[src/rtl/core/rct_pkg.sv]
// ----------------------------------------------------------------------------
// rct_pkg
// Types and codes used by the route cache table.
// ----------------------------------------------------------------------------
package rct_pkg;

  // Operation codes carried in the kind field
  typedef enum logic [1:0] {
    KIND_LOOKUP = 2'd0,
    KIND_ADD    = 2'd1,
    KIND_FLUSH  = 2'd2
  } kind_e;

  // Sequencer states
  typedef enum logic [1:0] {
    ST_IDLE,
    ST_SEARCH,
    ST_GWRD,
    ST_RESP
  } state_e;

  // One request item
  typedef struct packed {
    logic [1:0]  kind;
    logic [31:0] dest_ip;
    logic [31:0] gateway_ip;
  } in_t;

  // One result item
  typedef struct packed {
    logic        hit;
    logic [31:0] gateway_out;
    logic        status;
  } out_t;

endpackage

[src/rtl/core/rct_ram.sv]
// ----------------------------------------------------------------------------
// rct_ram
// Simple dual-port RAM: one write port, one read port, registered read data.
// ----------------------------------------------------------------------------
module rct_ram #(
  parameter int WIDTH = 32,
  parameter int DEPTH = 16,
  parameter int AW    = (DEPTH > 1) ? $clog2(DEPTH) : 1
) (
  input  logic             clk_i,
  input  logic             we_i,
  input  logic [AW-1:0]    waddr_i,
  input  logic [WIDTH-1:0] wdata_i,
  input  logic             re_i,
  input  logic [AW-1:0]    raddr_i,
  output logic [WIDTH-1:0] rdata_o
);

  logic [WIDTH-1:0] mem_q [DEPTH];
  logic [WIDTH-1:0] rdata_q;

  // Write port
  always_ff @(posedge clk_i) begin
    if (we_i) begin
      mem_q[waddr_i] <= wdata_i;
    end
  end

  // Registered read port
  always_ff @(posedge clk_i) begin
    if (re_i) begin
      rdata_q <= mem_q[raddr_i];
    end
  end

  assign rdata_o = rdata_q;

endmodule

[src/rtl/core/route_cache_table.sv]
// ----------------------------------------------------------------------------
// route_cache_table
// Exact-match table from IPv4 destination to gateway address.
// ----------------------------------------------------------------------------
// Usage:
//   Requests enter on in_valid_i / in_stall_o with an in_t payload; results
//   leave on out_valid_o / out_stall_i with an out_t payload. Each request
//   yields exactly one result, in request order.
//   Destinations and gateways sit in two RAMs with registered reads. A
//   lookup or add scans the valid slots one per cycle; a flush or an unused
//   kind skips the scan, and a hit stops it early. A lookup hit then reads
//   the gateway RAM before the result is built. The scan over the dest RAM
//   port sets the throughput: one request is in work at a time.
//   An add of a new destination into a full table is dropped with status 1.
//   The result sits in an output register; a new request is taken while a
//   finished result still waits. If the receiver stalls, the result holds
//   and the next result waits in the sequencer until the register frees.
//   Reset empties the table (entry count zero); RAM contents stay undefined
//   and are never read before they are written.
// ----------------------------------------------------------------------------
module route_cache_table
  import rct_pkg::*;
#(
  parameter int ENTRIES = 16
) (
  input  logic clk_i,
  input  logic rst_ni,
  input  logic in_valid_i,
  output logic in_stall_o,
  input  in_t  in_data_i,
  output logic out_valid_o,
  input  logic out_stall_i,
  output out_t out_data_o
);

  localparam int AW = (ENTRIES > 1) ? $clog2(ENTRIES) : 1;
  localparam int CW = $clog2(ENTRIES + 1);
  localparam logic [CW-1:0] CountMax = CW'(ENTRIES);

  state_e          state_q, state_d;
  in_t             req_q, req_d;
  out_t            res_q, res_d;
  logic [CW-1:0]   count_q, count_d;
  logic [CW-1:0]   issue_q, issue_d;
  logic            pend_q, pend_d;
  logic [AW-1:0]   pend_idx_q, pend_idx_d;
  logic            out_valid_q;
  out_t            out_data_q;

  logic            in_xfer;
  logic            out_free;
  logic            match;

  logic            dst_we, dst_re;
  logic [AW-1:0]   dst_raddr;
  logic [31:0]     dst_rdata;
  logic            gw_we, gw_re;
  logic [AW-1:0]   gw_waddr;
  logic [31:0]     gw_wdata;
  logic [31:0]     gw_rdata;

  // Storage
  rct_ram #(.WIDTH(32), .DEPTH(ENTRIES), .AW(AW)) u_dest_ram (
    .clk_i   (clk_i),
    .we_i    (dst_we),
    .waddr_i (count_q[AW-1:0]),
    .wdata_i (req_q.dest_ip),
    .re_i    (dst_re),
    .raddr_i (dst_raddr),
    .rdata_o (dst_rdata)
  );

  rct_ram #(.WIDTH(32), .DEPTH(ENTRIES), .AW(AW)) u_gw_ram (
    .clk_i   (clk_i),
    .we_i    (gw_we),
    .waddr_i (gw_waddr),
    .wdata_i (gw_wdata),
    .re_i    (gw_re),
    .raddr_i (pend_idx_q),
    .rdata_o (gw_rdata)
  );

  assign in_stall_o = (state_q != ST_IDLE);
  assign in_xfer    = in_valid_i && !in_stall_o;
  assign out_free   = !out_valid_q || !out_stall_i;
  assign match      = pend_q && (dst_rdata == req_q.dest_ip);
  assign dst_raddr  = issue_q[AW-1:0];
  assign gw_wdata   = req_q.gateway_ip;

  // Sequencer: scan, update and build the result
  always_comb begin
    state_d    = state_q;
    req_d      = req_q;
    res_d      = res_q;
    count_d    = count_q;
    issue_d    = issue_q;
    pend_d     = pend_q;
    pend_idx_d = pend_idx_q;
    dst_we     = 1'b0;
    dst_re     = 1'b0;
    gw_we      = 1'b0;
    gw_re      = 1'b0;
    gw_waddr   = pend_idx_q;

    case (state_q)
      ST_IDLE: begin
        if (in_xfer) begin
          req_d   = in_data_i;
          res_d   = '0;
          issue_d = '0;
          pend_d  = 1'b0;
          case (in_data_i.kind)
            KIND_LOOKUP, KIND_ADD: state_d = ST_SEARCH;
            KIND_FLUSH: begin
              count_d = '0;
              state_d = ST_RESP;
            end
            default: state_d = ST_RESP;
          endcase
        end
      end

      ST_SEARCH: begin
        if (match) begin
          // Hit: read gateway for a lookup, overwrite it for an add
          if (req_q.kind == KIND_LOOKUP) begin
            gw_re   = 1'b1;
            state_d = ST_GWRD;
          end else begin
            gw_we     = 1'b1;
            res_d.hit = 1'b1;
            state_d   = ST_RESP;
          end
        end else if (issue_q >= count_q) begin
          // Miss: an add appends a new route, or is dropped when full
          if (req_q.kind == KIND_ADD) begin
            if (count_q < CountMax) begin
              dst_we   = 1'b1;
              gw_we    = 1'b1;
              gw_waddr = count_q[AW-1:0];
              count_d  = count_q + 1'b1;
            end else begin
              res_d.status = 1'b1;
            end
          end
          state_d = ST_RESP;
        end else begin
          // Advance the scan by one slot
          dst_re     = 1'b1;
          issue_d    = issue_q + 1'b1;
          pend_d     = 1'b1;
          pend_idx_d = issue_q[AW-1:0];
        end
      end

      ST_GWRD: begin
        res_d.hit         = 1'b1;
        res_d.gateway_out = gw_rdata;
        state_d           = ST_RESP;
      end

      ST_RESP: begin
        if (out_free) begin
          state_d = ST_IDLE;
        end
      end

      default: state_d = ST_IDLE;
    endcase
  end

  // Control registers
  always_ff @(posedge clk_i or negedge rst_ni) begin
    if (!rst_ni) begin
      state_q <= ST_IDLE;
      count_q <= '0;
      pend_q  <= 1'b0;
      issue_q <= '0;
    end else begin
      state_q <= state_d;
      count_q <= count_d;
      pend_q  <= pend_d;
      issue_q <= issue_d;
    end
  end

  // Payload registers
  always_ff @(posedge clk_i) begin
    req_q      <= req_d;
    res_q      <= res_d;
    pend_idx_q <= pend_idx_d;
  end

  // Output register: load a finished result, drop it on transfer
  always_ff @(posedge clk_i or negedge rst_ni) begin
    if (!rst_ni) begin
      out_valid_q <= 1'b0;
    end else if (state_q == ST_RESP && out_free) begin
      out_valid_q <= 1'b1;
    end else if (!out_stall_i) begin
      out_valid_q <= 1'b0;
    end
  end

  always_ff @(posedge clk_i) begin
    if (state_q == ST_RESP && out_free) begin
      out_data_q <= res_q;
    end
  end

  assign out_valid_o = out_valid_q;
  assign out_data_o  = out_data_q;

endmodule
[config.mk]
export PLATFORM = sky130hd
export DESIGN_NAME = route_cache_table
export DESIGN_NICKNAME = d
export VERILOG_FILES = /design/src/rtl/core/rct_pkg.sv /design/src/rtl/core/rct_ram.sv /design/src/rtl/core/route_cache_table.sv
export SDC_FILE = /design/constraint.sdc
export NUM_CORES = 1
export LEC_CHECK = 0
export ABC_AREA = 1
export ABC_CLOCK_PERIOD_IN_PS = 3990
export BUFFER_PORTS_ARGS = -buffer_cell sky130_fd_sc_hd__buf_2
export CAP_MARGIN = 20
export CORE_MARGIN = 4
export CORE_UTILIZATION = 33
export CTS_CLUSTER_SIZE = 10
export DETAILED_ROUTE_END_ITERATION = 8
export GPL_TIMING_DRIVEN = 1
export PLACE_DENSITY_LB_ADDON = 0.08
export RECOVER_POWER = 50
export SYNTH_ARGS = -nofsm -noshare
export SYNTH_HDL_FRONTEND = slang
export SYNTH_SLANG_ARGS = --single-unit
[constraint.sdc]
create_clock -name clk_i -period 3.99 [get_ports clk_i]
set_clock_uncertainty 0.15 [all_clocks]
set_input_delay 0.399 -clock clk_i [delete_from_list [all_inputs] [get_ports clk_i]]
set_output_delay 0.399 -clock clk_i [all_outputs]
set_load 0.01 [all_outputs]
# == Word level (Yosys, flattened, before mapping) ==
# Memory sizes are Yosys's and may differ from the RTL's. A register that Yosys moved wholly into a read port is not among the register bits.
# Cells that the tools add are included.
# word_totals
input_bits,70
wordCells,123
mem_count,2
mem_bits_rw,1024
ff_bits,152
# classes
n_lt_le_gt_ge,2
add_sub_neg,2
n_mux,57
eq_ne,20
bitwise,2
n_reduce_logical,23
# memory_table
memory,depth,word_bits,read_ports,rd_ports_with_merged_regs,wr,line,source
u_dest_ram.mem_q,16,32,1,1,1,rct_ram.sv:19,logic [WIDTH-1:0] mem_q [DEPTH];
u_gw_ram.mem_q,16,32,1,1,1,rct_ram.sv:19,
# op_table
operator,count
32-bit one-hot mux with 2 select lines,1
5-bit two-way mux,9
34-bit two-way mux,1
32-bit equality test,1
1-bit two-way mux,30
4-bit two-way mux,5
2-bit != test (second input constant),10
5-bit one-hot mux with 2 select lines,2
5-bit by 1-bit adder with 5-bit output (second input constant),2
2-bit two-way mux,5
2-bit one-hot mux with 4 select lines,1
4-bit AND reduction,2
7-bit AND reduction,1
2-bit by 1-bit equality test with 1-bit output (second input constant),3
2-bit equality test (second input constant),3
2-bit logical NOT,3
3-bit AND reduction,2
6-bit AND reduction,1
2-bit nonzero test,3
5-bit >= comparator,1
5-bit less-than comparator (second input constant),1
2-bit by 1-bit != test with 1-bit output (second input constant),2
1-bit one-hot mux with 2 select lines,2
2-bit AND reduction,2
other kinds (8),13

# == Logic depth before layout (Yosys ltp) ==
# depth
word_depth,8
mapped_depth,17
ltp_nobuf,14

# == Hierarchy ==
# From an unflattened synthesis, not the netlist that was laid out.
# unflattened
cells_unflattened,4824
area_unflattened_um2,52597.9
# by_module_without_submodules
mod,area_per_inst_um2,seq_area_each_um2,cells_per_inst,instances
rct_ram,23050.9,16335.7,2120,2
route_cache_table,6496.2,4494.3,584,1

# == Worst setup path before layout ==
# No wires, ideal clock.
# synth_path
path_kind,register to register
startpoint,register issue_q[0]
endpoint,memory u_gw_ram.mem_q[11][0] (enable)
arrival_ns,3.745
path_buffers,5
slack_ns,-0.326
stages_incl_launch_ff,16
synth_period_minus_slack_ns,4.316
cell_sequence,dfrtp_1 buf_2 buf_4 inv_1 buf_2 buf_2 ha_1 inv_1 a21boi_0 o21bai_1 a21oi_4 nand3_4 buf_12 o21ai_1 nand2_2 nor2_1
# synth_between
elab_chain_cells,6
# synth_lines
item,line,source
start: declaration,route_cache_table.sv:44,"logic [CW-1:0] issue_q, issue_d;"
start signal: assignment,route_cache_table.sv:183,issue_q <= issue_d;
5-bit >= comparator (*),route_cache_table.sv:134,end else if (issue_q >= count_q) begin
1-bit two-way mux,route_cache_table.sv:134,
1-bit two-way mux,route_cache_table.sv:124,if (match) begin
1-bit two-way mux,route_cache_table.sv:105,case (state_q)
1-bit two-way mux,rct_ram.sv:24,if (we_i) begin
1-bit two-way mux (not written as such),rct_ram.sv:25,mem_q[waddr_i] <= wdata_i;
end: declaration,rct_ram.sv:19,
# Mark *: on every way between the ends. The rest lies on a longest branch, timed or not.

# == Worst setup path in the final report ==
# layout_path
startpoint,register req_q[61] in the netlist's numbering
endpoint,memory u_gw_ram.mem_q[10][17] (enable)
# layout_between
elab_chain_cells,6
# layout_lines
item,line,source
start: declaration,route_cache_table.sv:41,"in_t req_q, req_d;"
start signal: assignment,route_cache_table.sv:189,req_q <= req_d;
32-bit equality test (*),route_cache_table.sv:86,assign match = pend_q && (dst_rdata == req_q.dest_ip);
1-bit logical AND (*),route_cache_table.sv:86,
1-bit two-way mux,route_cache_table.sv:124,
1-bit two-way mux,route_cache_table.sv:105,
1-bit two-way mux,rct_ram.sv:24,
1-bit two-way mux (not written as such),rct_ram.sv:25,
# Marks and branches as above.

==> metrics.md <==
| Metric | Value |
|---|---|
| Post-synthesis cell count | 3,398 |
| Crit path kind | flip-flop to flip-flop |
| Die W | between 300 and 400 um |
| CTS Buf Count | 147 |
| RD Place Congestion | 0.864 |
| Full die area | approximately 0.15 mm2 |
| Distinct cells, synth | between 40 and 50 |
| Antenna Nets Post-Route | 0 |
| Maximum VDD drop | between 300 and 400 uV |
| Syn_area_per_cell | about 14 um2 |
| Setup crit start kind | flip-flop |
| Synth Cell Area | 0.0484 mm2 |
| Synth warn | 0 |
| First-pass GRT wire length | 206 mm |
| Unrepaired setup endpoints after global routing | no |
| Final wirelength | between 100 and 150 mm |
| Register Area | ~0.037 mm2 |
| Buffers on Ports | 105 |
| Antenna violations before repair | 10 |
| Fin. Hold Viols | 0 |
| Worst path top cell family by delay | simple AND/OR/NAND/NOR gates |
| Synth area leaders | edfxtp_1, o21ai_0, nor2_1, o221ai_1, nand2_1 |
| Switch share | between 20% and 30% |
| Worst rel slew slack | -18.8% |
| Clock Tree Buf Depth | 3 |
| Cell repeated most along the worst path | nand3_4 |
| Maxcap violations | 1 |
| Reg clk slew, reported paths | around 50 ps |
| Synth area leader | edfxtp_1 |
| GRT Util Overall | a little under a fifth |
| Core area | approximately 0.15 mm2 |
| Max incr delay on CP | roughly 560 ps |
| DRT Pass-1 Iters | 6 |
| Initial DRC count | about 2,500 |
| Area Overhead vs Synth | 17.1% |
| Leak pwr | 18.5 nW |
| Multi-input logic area | 0.0101 mm2 |
| Share of cells above drive strength 1 | a little over a tenth |
| Cell Count Post-Placement | 5,333 |
| Vias in the first global route | between 20,000 and 30,000 |
| Final Util | approximately two fifths |
| Avg Vias per Cell | a little over 5 |
| Number of fill cells | 13,500 |
| Clock Power Share | a little over a third |
| FFs w/ async S/R, synth | under 10% |
| Initial core utilization | about 33% |
| Most common cell after layout, fill and taps aside | edfxtp_1 |
| Crit path cell chain | clkbuf_1, nand2_1, nand4_1, nor2_2, nand3_4, nand3_4, o21ai_0, nand2_2, nor2_4, buf_4 |
| Synth Register Bits | roughly 1,200 |
| DRC viols | 0 |
| HPWL after DPL | roughly 84 mm |
| Clk root buf | clkbuf_16 |
| Mapped Nets | roughly 3,500 |
| Final net count | roughly 3,700 |
| Top cell type's share of synthesized area | between 70% and 80% |
| Comb pwr share | between 10% and 20% |
| Critical path's slowest cell | clkbuf_1 |
| Post-synth EDFFs | around 1,200 |
| Most frequent cells in the layout | edfxtp_1, nor2_1, o21ai_0 |
| Fmax | ~280 MHz |
| DR WL/cell | ~25 um |
| Clock latency on the worst-skew pair | approximately 780 ps |
| Buffers plus inverters on the worst setup path | 2 |
| Min-Delay Path Class | input pin to flip-flop |
| Maximum net fanout on the critical path | 21 |
| PD cells | ~610 mW/mm2 |
| Sequential element share of the synthesized area | about three quarters |
| Sink Count | around 1,200 |
| Maximum number of pins on one net before global-route repair | 198 |
| CTS tree | done |
| Die Ht | about 390 um |
| Post-CTS Setup Bufs | 0 |
| Final Setup Violations | 0 |
| Critical Path AT | ~3900 ps |
| GR Overflow Total | 0 |
| Worst Path Required | 4270 ps |
| Flop pwr share | between 40 and 50% |
| Synth Flop Type | edfxtp_1 |
| Final std cells w/o fill | between 5,000 and 6,000 |
| Internal power | between 0.02 and 0.025 W |
| Fin crit share | between 80% and 90% |
| CP Capture Type | flip-flop |
| Max-slew violations | 35 |
| H-tree depth | 4 |
| Violated checks | max-capacitance violations, max-slew violations |
| Minimum clock period | around 3600 ps |
| DR vias | slightly below 30,000 |
| Status | finished with violations |
| Worst slew pin tran | about 1800 ps |
| Net switching power | approximately 0.010 W |
| Io pins | 106 |
| Cell Rows | 140 |
final cells by class:
class / instances / share of cell area (%)
Tap cell: 1917 / 4.24
Multi-Input combinational cell: 1812 / 17.8
Clock buffer: 184 / 6.87
Sequential cell: 1240 / 65.7
Antenna cell: 3 / 0.0133
Timing Repair Buffer: 298 / 3.90
Inverter: 137 / 0.928
Clock inverter: 25 / 0.555
worst register-to-register path, delay by kind of cell, from the launching register on:
kind            cells  cell delay (ps)
simple gates        7             1370
buf+inv             2              910
compound gates      1              450
flops               1              340
registers in the layout (all words and copies together) (netlist names):
| register | count |
|---|---|
| u_dest_ram.mem_q | 512 |
| u_gw_ram.mem_q | 512 |
| out_data_o | 34 |
| req_q | 34 |
| res_q | 34 |
| gw_wdata | 32 |
| u_dest_ram.rdata_o | 32 |
| u_gw_ram.rdata_o | 32 |
| count_q | 5 |
| issue_q | 5 |
| pend_idx_q | 4 |
| state_q | 2 |
| out_valid_o | 1 |
| pend_q | 1 |
synth_stat cells (all sizes together), types with 2 or more instances:
cell,count
nor4,2
a21oi,5
clkbuf,162
xor2,4
nor3,10
edfxtp,1226
xnor2,5
o32ai,20
dfrtp,14
nand4,22
o21ai,406
o221ai,198
nand2,304
o211ai,50
inv,133
o22ai,38
clkinv,4
nor2,531
nand3,93
nand3b,2
mux2i,100
ha,15
buf,47
metrics by stage:
stage | setup TNS (ps) | setup WS [ps] | power, W | area, um2 | hold slack (ps)
after floorplan | -157480 | -326 | 0.0201 | 48400 | -46.6
after global placement | 0 | 481 | 0.0229 | 51900 | 206
after detailed placement | 0 | 484 | 0.0230 | 51900 | 209
after CTS | 0 | 469 | 0.0352 | 56800 | 102
after global routing | 0 | 193 | 0.0363 | 56600 | 140
final | 0 | 405 | 0.0347 | 56600 | 185
layer usage:
layer  global-route usage (%)  share of wire [%]  up-vias
li1                         -                  -    13200
met1                     26.3                 46    15000
met2                     30.0                 47      794
met3                     2.77                4.9      178
met4                     4.53                1.9        2
met5                        0             0.0049        -
logic make-up after synthesis:
group	share of synthesized area, %
flops	76.8
simple gates	8.14
compound gates	9.58
buf+inv	2.81
mux	2.07
fa+ha+maj	0.388
xor+xnor	0.163
power groups by stage:
stage          clock network, W  logic (W)  registers (W)
2_1_floorplan                 0    0.00370         0.0164
3_3_place_gp                  0    0.00625         0.0167
3_5_place_dp                  0    0.00627         0.0167
4_1_cts                  0.0124    0.00635         0.0164
5_1_grt                  0.0129    0.00681         0.0165
6_report                 0.0120    0.00620         0.0164
what timing repair did:
| action | CTS | global route |
|---|---|---|
| hold endpoints to repair | 83 | 0 |
| gates resized for setup | 0 | 0 |
| hold buffers | 71 | 0 |
worst paths after layout:
check | start | to | slack, ps | cells after the start
hold / removal | in_data_i[2] | gw_wdata[2] | 180 | 2
setup / recovery | req_q[61] | u_gw_ram.mem_q[10][17] | 400 | 10
max in group asynchronous | rst_ni | issue_q[3] | 1740 | 4
hold reg to reg | res_q[31] | out_data_o[31] | 260 | 0
setup reg to reg | req_q[61] | u_gw_ram.mem_q[10][17] | 400 | 10
min in group asynchronous | rst_ni | state_q[1] | 800 | 3
Power figures use the tool's default switching activity.
